### src/sv/rrtp_pkg.sv
package rrtp_pkg;

  localparam int unsigned CMD_W       = 3;
  localparam int unsigned IDX_FIELD_W = 4;
  localparam int unsigned TICKS_W     = 16;
  localparam int unsigned HANDLE_W    = 16;

  typedef enum logic [CMD_W-1:0] {
    CMD_TICK   = 3'd0,
    CMD_PICK   = 3'd1,
    CMD_WRITE  = 3'd2,
    CMD_LOOKUP = 3'd3,
    CMD_CLEAR  = 3'd4
  } cmd_e;

  typedef struct packed {
    logic [CMD_W-1:0]       command;
    logic [IDX_FIELD_W-1:0] slot_index;
    logic                   slot_present;
    logic                   slot_ready;
    logic                   slot_blocked;
    logic [TICKS_W-1:0]     sleep_ticks;
    logic [HANDLE_W-1:0]    task_handle;
  } req_t;

  typedef struct packed {
    logic                   found;
    logic [IDX_FIELD_W-1:0] found_index;
    logic                   last;
  } rsp_t;

  // controller -> datapath
  typedef struct packed {
    logic accept;  // latch request, restart scan
    logic apply;   // commands that do not scan (write, clear, unknown)
    logic rd;      // issue slot read
    logic ev;      // evaluate read data
  } dp_cmd_t;

  // datapath -> controller
  typedef struct packed {
    logic is_scan; // request walks the table
    logic stop;    // hit or final slot evaluated
  } dp_sts_t;

endpackage

### src/sv/rrtp_ctrl.sv
module rrtp_ctrl import rrtp_pkg::*; (
  input  logic    clk_i,
  input  logic    rst_ni,
  input  logic    start_i,
  input  dp_sts_t sts_i,
  output logic    busy_o,
  output logic    result_valid_o,
  output dp_cmd_t cmd_o
);

  typedef enum logic [4:0] {
    S_IDLE = 5'b00001,
    S_DISP = 5'b00010,
    S_RD   = 5'b00100,
    S_EV   = 5'b01000,
    S_DONE = 5'b10000
  } state_e;

  state_e state_q, state_d;

  always_comb begin
    state_d = state_q;
    cmd_o   = '0;
    case (state_q)
      S_IDLE: begin
        if (start_i) begin
          cmd_o.accept = 1'b1;
          state_d      = S_DISP;
        end
      end
      S_DISP: begin
        if (sts_i.is_scan) begin
          state_d = S_RD;
        end else begin
          cmd_o.apply = 1'b1;
          state_d     = S_DONE;
        end
      end
      S_RD: begin
        cmd_o.rd = 1'b1;
        state_d  = S_EV;
      end
      S_EV: begin
        cmd_o.ev = 1'b1;
        state_d  = sts_i.stop ? S_DONE : S_RD;
      end
      S_DONE: begin
        state_d = S_IDLE;
      end
      default: begin
        state_d = S_IDLE;
      end
    endcase
  end

  always_ff @(posedge clk_i or negedge rst_ni) begin
    if (!rst_ni) begin
      state_q <= S_IDLE;
    end else begin
      state_q <= state_d;
    end
  end

  assign busy_o         = (state_q != S_IDLE);
  assign result_valid_o = (state_q == S_DONE);

endmodule

### src/sv/rrtp_dp.sv
module rrtp_dp import rrtp_pkg::*; #(
  parameter int unsigned NUM_SLOTS  = 16,
  parameter int unsigned TIMER_BITS = 16
) (
  input  logic    clk_i,
  input  logic    rst_ni,
  input  req_t    req_i,
  input  dp_cmd_t cmd_i,
  output dp_sts_t sts_o,
  output rsp_t    rsp_o
);

  localparam int unsigned IDX_W = $clog2(NUM_SLOTS);

  typedef struct packed {
    logic                  present;
    logic                  ready;
    logic                  blocked;
    logic [TIMER_BITS-1:0] timer;
    logic [HANDLE_W-1:0]   handle;
  } slot_t;

  localparam slot_t SLOT_RST = '{present: 1'b0, ready: 1'b1, blocked: 1'b0,
                                 timer: '0, handle: '0};

  slot_t                 mem [NUM_SLOTS];
  slot_t                 rd_q;
  logic                  rd_vld_q;
  logic [NUM_SLOTS-1:0]  valid_q;
  slot_t                 slot0_q;
  req_t                  req_q;
  logic [IDX_W-1:0]      cur_q, pos_q, cnt_q, where_q;
  logic                  found_q;

  logic                  is_tick, is_pick, is_write, is_lookup, is_clear;
  logic [IDX_W:0]        nxt;
  logic                  wrap, use_zero, runnable, lk_hit, hit, last_step, in_range;
  logic [IDX_W-1:0]      cand, rd_addr, mem_wa;
  slot_t                 rec, crec, mem_wd, tick_wd, wr_wd;
  logic                  tick_we, wr_we, mem_we;

  assign is_tick   = (req_q.command == CMD_TICK);
  assign is_pick   = (req_q.command == CMD_PICK);
  assign is_write  = (req_q.command == CMD_WRITE);
  assign is_lookup = (req_q.command == CMD_LOOKUP);
  assign is_clear  = (req_q.command == CMD_CLEAR);

  // never-written slots read back as their cleared value
  assign rec = rd_vld_q ? rd_q : SLOT_RST;

  // pick: step past pos, fall back to slot 0 at table end or an empty slot
  assign nxt      = {1'b0, pos_q} + (IDX_W + 1)'(1);
  assign wrap     = (nxt >= (IDX_W + 1)'(NUM_SLOTS));
  assign use_zero = wrap || !rec.present;
  assign cand     = use_zero ? '0 : nxt[IDX_W-1:0];
  assign crec     = use_zero ? slot0_q : rec;
  assign runnable = crec.present && crec.ready && !crec.blocked && (crec.timer == '0);

  assign lk_hit    = rec.present && (rec.handle == req_q.task_handle);
  assign hit       = (is_pick && runnable) || (is_lookup && lk_hit);
  assign last_step = (cnt_q == IDX_W'(NUM_SLOTS - 1));

  assign sts_o.is_scan = is_tick || is_pick || is_lookup;
  assign sts_o.stop    = hit || last_step;

  assign rd_addr = is_pick ? (wrap ? '0 : nxt[IDX_W-1:0]) : cnt_q;

  // write-back of a decremented timer during tick
  always_comb begin
    tick_wd       = rec;
    tick_wd.timer = rec.timer - TIMER_BITS'(1);
  end
  assign tick_we = cmd_i.ev && is_tick && (rec.timer != '0);

  assign in_range = (32'(req_q.slot_index) < NUM_SLOTS);
  assign wr_we    = cmd_i.apply && is_write && in_range;
  always_comb begin
    wr_wd.present = req_q.slot_present;
    wr_wd.ready   = req_q.slot_ready;
    wr_wd.blocked = req_q.slot_blocked;
    wr_wd.timer   = TIMER_BITS'(req_q.sleep_ticks);
    wr_wd.handle  = req_q.task_handle;
  end

  assign mem_we = tick_we || wr_we;
  assign mem_wa = tick_we ? cnt_q : IDX_W'(req_q.slot_index);
  assign mem_wd = tick_we ? tick_wd : wr_wd;

  always_ff @(posedge clk_i) begin
    if (mem_we) begin
      mem[mem_wa] <= mem_wd;
    end
    if (cmd_i.rd) begin
      rd_q     <= mem[rd_addr];
      rd_vld_q <= valid_q[rd_addr];
    end
  end

  always_ff @(posedge clk_i) begin
    if (cmd_i.accept) begin
      req_q <= req_i;
    end
  end

  always_ff @(posedge clk_i or negedge rst_ni) begin
    if (!rst_ni) begin
      valid_q <= '0;
      slot0_q <= SLOT_RST;
      cur_q   <= IDX_W'(NUM_SLOTS - 1);
      pos_q   <= '0;
      cnt_q   <= '0;
      found_q <= 1'b0;
      where_q <= '0;
    end else begin
      if (cmd_i.accept) begin
        pos_q   <= cur_q;
        cnt_q   <= '0;
        found_q <= 1'b0;
        where_q <= '0;
      end
      if (cmd_i.apply && is_clear) begin
        valid_q <= '0;
        slot0_q <= SLOT_RST;
      end
      if (mem_we) begin
        valid_q[mem_wa] <= 1'b1;
        if (mem_wa == '0) begin
          slot0_q <= mem_wd;
        end
      end
      if (cmd_i.ev) begin
        if (hit) begin
          found_q <= 1'b1;
          where_q <= is_pick ? cand : cnt_q;
          if (is_pick) begin
            cur_q <= cand;
          end
        end else begin
          cnt_q <= cnt_q + IDX_W'(1);
          if (is_pick) begin
            pos_q <= cand;
          end
        end
      end
    end
  end

  assign rsp_o.found       = found_q;
  assign rsp_o.found_index = IDX_FIELD_W'(where_q);
  assign rsp_o.last        = 1'b1;

endmodule

### src/sv/round_robin_task_picker_core.sv
// Round-robin task picker with sleep timers. A request is taken when start is
// high and busy is low; its single result appears on rsp_o for exactly one
// cycle with result_valid_o high, and there is no way to hold it off, so the
// receiver must capture it in that cycle. Write, clear and unknown commands
// pass from acceptance through the dispatch and done states back to idle.
// Tick and look-up walk the slot table one slot at a time (read, then
// evaluate), since the slots live in a single-port memory with a registered
// read: a tick always visits every slot, a look-up stops at the first matching
// slot or after the last slot when none matches. Pick next stops at the first
// runnable candidate and visits at most NUM_SLOTS candidates. No clearing
// pass is needed after reset; the block is ready at once.
module round_robin_task_picker_core import rrtp_pkg::*; #(
  parameter int unsigned NUM_SLOTS  = 16,  // 2..16
  parameter int unsigned TIMER_BITS = 16   // 8..32
) (
  input  logic clk_i,
  input  logic rst_ni,
  input  logic start,
  input  req_t req_i,
  output logic busy,
  output logic result_valid_o,
  output rsp_t rsp_o
);

  dp_cmd_t dp_cmd;
  dp_sts_t dp_sts;

  // Sequencer: latch request, dispatch, then read/evaluate loop for scans.
  rrtp_ctrl u_ctrl (
    .clk_i          (clk_i),
    .rst_ni         (rst_ni),
    .start_i        (start),
    .sts_i          (dp_sts),
    .busy_o         (busy),
    .result_valid_o (result_valid_o),
    .cmd_o          (dp_cmd)
  );

  // Slot memory, per-slot valid bits, slot 0 shadow, current slot and result.
  // The slot 0 shadow lets a pick step that wraps or meets an empty slot
  // evaluate slot 0 without a second memory read.
  rrtp_dp #(
    .NUM_SLOTS  (NUM_SLOTS),
    .TIMER_BITS (TIMER_BITS)
  ) u_dp (
    .clk_i  (clk_i),
    .rst_ni (rst_ni),
    .req_i  (req_i),
    .cmd_i  (dp_cmd),
    .sts_o  (dp_sts),
    .rsp_o  (rsp_o)
  );

endmodule

### config.mk
export PLATFORM = sky130hd
export DESIGN_NAME = round_robin_task_picker_core
export DESIGN_NICKNAME = d
export VERILOG_FILES = /design/src/sv/rrtp_pkg.sv /design/src/sv/rrtp_ctrl.sv /design/src/sv/rrtp_dp.sv /design/src/sv/round_robin_task_picker_core.sv
export SDC_FILE = /design/constraint.sdc
export NUM_CORES = 1
export LEC_CHECK = 0
export BUFFER_PORTS_ARGS = -buffer_cell sky130_fd_sc_hd__buf_2
export CAP_MARGIN = 20
export CORE_MARGIN = 2
export CORE_UTILIZATION = 40
export DETAILED_ROUTE_END_ITERATION = 16
export PLACE_DENSITY = 0.56
export SYNTH_ARGS = -nofsm -noshare
export SYNTH_HDL_FRONTEND = slang
export SYNTH_HIERARCHICAL = 1
export SYNTH_SLANG_ARGS = --single-unit
### constraint.sdc
create_clock -name clk_i -period 4.85 [get_ports clk_i]
set_clock_uncertainty 0.15 [all_clocks]
set_input_delay 0.2425 -clock clk_i [delete_from_list [all_inputs] [get_ports clk_i]]
set_output_delay 0.2425 -clock clk_i [all_outputs]
set_load 0.05 [all_outputs]
==> summary.md <==
| Metric | Value |
|---|---|
| FILL cells | `~5.8k` |
| Count of buffers from port buffering | `51` |
| Detailed Place HPWL | `roughly 40000 um` |
| First-pass iteration count of the detailed router | `5` |
| DRT Wirelength | `66300 um` |
| Initial core utilization | `40.5%` |
| Critical path arrival | `between 4 and 5 ns` |
| FMAX | `between 200 and 250 MHz` |
| Fin crit share | `91.1%` |
| Die height | `268 um` |
| CORE AREA | `68700 um2` |
| Slowest cell on the critical path | `nor4_1` |
| Number of nets with antenna violations after routing | `0` |
| Row cnt | `96` |
| Area grow syn2layout | `17.2%` |
| Max incr delay on CP | `approximately 0.7 ns` |
| # setup viols final | `0` |
| Setup Total Neg Slack | `0 ns` |
| DRC violations left | `0` |
| Post-synthesis sequential area ratio | `74.0%` |
| #FFs+latches synth | `695` |
| Die area | `71700 um2` |
| PnR Total Power | `roughly 14000 uW` |
| Most common cell after layout, fill and taps aside | `edfxtp_1` |
| Post-layout util | `47.4%` |
| Max-Cap Viols | `0` |
| 1st-iter DRT viols | `1418` |
| Vias in the first global route | `between 10k and 15k` |
| Most used DFF post-synth | `edfxtp_1` |
| TritonCTS clock tree | `done` |
| Number of flops mapped to enable cells by yosys | `638` |
| Crit Path Max Fanout | `21` |
| Clk sinks | `695` |
| Most frequent cells in the layout | `edfxtp_1, mux4_2, mux2i_1` |
| Initial antenna violation count | `3` |
| CTS root buf | `clkbuf_16` |
| Min-Delay Path Depth | `2` |
| Syn. warnings | `6` |
| Largest net degree at the start of global routing | `74` |
| H-tree level count | `3` |
| Critical-path cell list | `or3_4 -> nor2_1 -> inv_1 -> nor4_1 -> o21ai_4 -> nor3_1 -> a21oi_1 -> nor2_4 -> buf_4` |
| RD Place Congestion | `0.807` |
| R2R cell count | `9` |
| VDD IR max | `0.000285 V` |
| DIE WIDTH | `268 um` |
| Outcome | `complete, no violations` |
| Slew @ Worst Pin | `approximately 1.1 ns` |
| Num CTS Buffers | `74` |
| DR WL/cell | `25.3 um` |
| Asr flop ratio synth | `8.20%` |
| Slew headroom | `roughly a quarter` |
| Sequential power share | `49.7%` |
| P_sw | `3460 uW` |
| RSZ-0062 raised after global routing | `no` |
| Hold slack final | `0.192 ns` |
| Avg Cell Area, Syn | `19.3 um2` |
| Via count | `14.4k` |
| Startpoint types | `flop` |
| Post-Syn Instances | `1440` |
| PwrDens | `439 nW/um2` |
| Multi-input logic area | `between 6000 and 7000 um2` |
| Clock power frac | `38.3%` |
| CTS clock-pin slew for the worst setup and hold paths | `around 0.060 ns` |
| Int Pwr | `10800 uW` |
| Number of gates resized after CTS | `0` |
| Combinational group share of total power | `12.0%` |
| Synth cell types | `76` |
| DP Area | `29800 um2` |
| Fin nets | `1672` |
| Post-Syn Area | `27800 um2` |
| Critical path capture point type | `flop` |
| Hold Path Class | `in -> reg` |
| FF+latch area | `20600 um2` |
| Final Hold Vio Count | `0` |
| Type of the worst setup path | `reg -> reg` |
| Vias/cell | `5.49` |
| Setup Buffers After CTS | `0` |
| GRT Residual Overflow | `0` |
| Global-route wire length before repair | `98000 um` |
| Top Ports | `53` |
| Skew-Pair Late Insertion Delay | `0.62 ns` |
| Post-route cell area | `32600 um2` |
| WP data required | `about 5.0 ns` |
| Crit path time final | `4.42 ns` |
| Syn nets | `1488` |
| CTS Buffer Depth | `3` |
| Layout cell share with drive strength beyond 1 | `26.3%` |
| Max-slew violations | `0` |
| Total track usage | `19.0%` |
| Sw Ratio | `24.2%` |
| LEAKAGE | `~0.011 uW` |
[registers in the layout, summed over array words and instances (netlist names)]
| signal | flops |
|---|---|
| u_dp/rd_q | 35 |
| u_dp/cur_q | 4 |
| u_dp/pos_q | 4 |
| u_dp/valid_q | 16 |
| u_dp/mem | 560 |
| u_dp/where_q | 4 |
| u_dp/rd_vld_q | 1 |
| u_dp/slot0_q | 19 |
| u_dp/req_q | 42 |
| u_dp/cnt_q | 4 |
| u_dp/found_q | 1 |
| u_ctrl/state_q | 5 |
[area by class of cell]
cell class | instances | share of cell area (%)
diodes | 1 | 0.00768
clock buffers | 97 | 6.23
clock inverters | 38 | 0.990
inverters | 19 | 0.219
multi-input cells | 652 | 21.2
flip-flops and latches | 695 | 63.2
well taps | 931 | 3.57
repair buffers | 182 | 4.59
[critical path, delay by kind of cell (launching register included)]
kind / cells / cell delay, ns
DFF: 1 / 0.45
and+or+nand+nor: 5 / 2.50
AOI/OAI and AO/OA: 2 / 0.37
buffers and inverters: 2 / 0.58
[worst paths after layout]
kind	startpoint	endpoint	slack, ns
setup / recovery	u_ctrl/state_q[4]	u_dp/mem[8][18]	0.43
hold / removal	req_i[35]	u_dp/req_q[35]	0.19
setup reg to reg	u_ctrl/state_q[4]	u_dp/mem[8][18]	0.43
hold reg to reg	u_dp/cur_q[2]	u_dp/cur_q[2]	0.32
max in group asynchronous	rst_ni	u_dp/pos_q[3]	3.83
min in group asynchronous	rst_ni	u_dp/valid_q[1]	0.20
[Yosys cell counts, drive strengths merged (3+ instances only)]
library cell / count / area [um2]
o21ai: 44 / 220
mux2: 5 / 60.1
and2: 3 / 18.8
a31oi: 12 / 75.1
or3: 5 / 41.3
nor4: 12 / 87.6
buf: 43 / 254
nand4: 3 / 18.8
dfrtp: 51 / 1280
and3: 21 / 131
mux4: 144 / 3240
nor4bb: 4 / 40.0
clkbuf: 31 / 119
xnor2: 12 / 105
nor2: 48 / 180
nand2: 71 / 267
a22o: 4 / 35.0
a21oi: 15 / 82.6
nand3b: 5 / 37.5
o32ai: 3 / 26.3
ha: 3 / 37.5
o21a: 3 / 22.5
edfxtp: 638 / 19200
mux2i: 112 / 1120
xor2: 4 / 35.0
nor3: 11 / 71.3
o22ai: 3 / 25.0
dfstp: 6 / 158
a21o: 35 / 263
o211ai: 3 / 27.5
nand3: 12 / 65.1
inv: 19 / 71.3
o31ai: 6 / 45.0
nand2b: 11 / 71.3
nor2b: 7 / 43.8
[power by group through the flow]
stage	Combinational [uW]	Clock (uW)	Sequential (uW)
6_report	1720	5480	7100
4_1_cts	1750	5610	7090
3_3_place_gp	1680	0	7210
5_1_grt	1870	5840	7110
3_5_place_dp	1720	0	7220
2_1_floorplan	1100	0	7160
[cell families after synthesis]
family                   count (synthesis)  synth area share [%]
buffers and inverters                   93                  1.60
flip-flops                             695                  74.0
adder cells (fa/ha/maj)                  3                 0.135
other                                    1                0.0135
AO/OA/AOI/OAI                          146                  3.55
XOR/XNOR                                16                 0.504
AND/OR/NAND/NOR                        225                  4.26
multiplexers                           261                  15.9
[timing repair]
action                                 CTS  global route
hold buffers                            44             0
setup endpoints to repair                0             0
endpoints found under the hold margin   94             0
[routing by layer]
layer	GRT usage (%)	wire, um	up-vias
met3	4.11	3760	122
met2	29.6	31100	412
li1	-	-	6219
met4	6.30	1920	2
met5	0	13	-
met1	26.6	29500	7610
[per-stage QoR]
stage | cells | setup slack (ns)
after floorplan | 1440 | 0.104
after global placement | 2434 | 0.558
after detailed placement | 2434 | 0.413
after CTS | 2613 | 0.407
after global routing | 2614 | 0.250
final | 2615 | 0.434
Note: power is estimated with default switching activity, not from simulation.
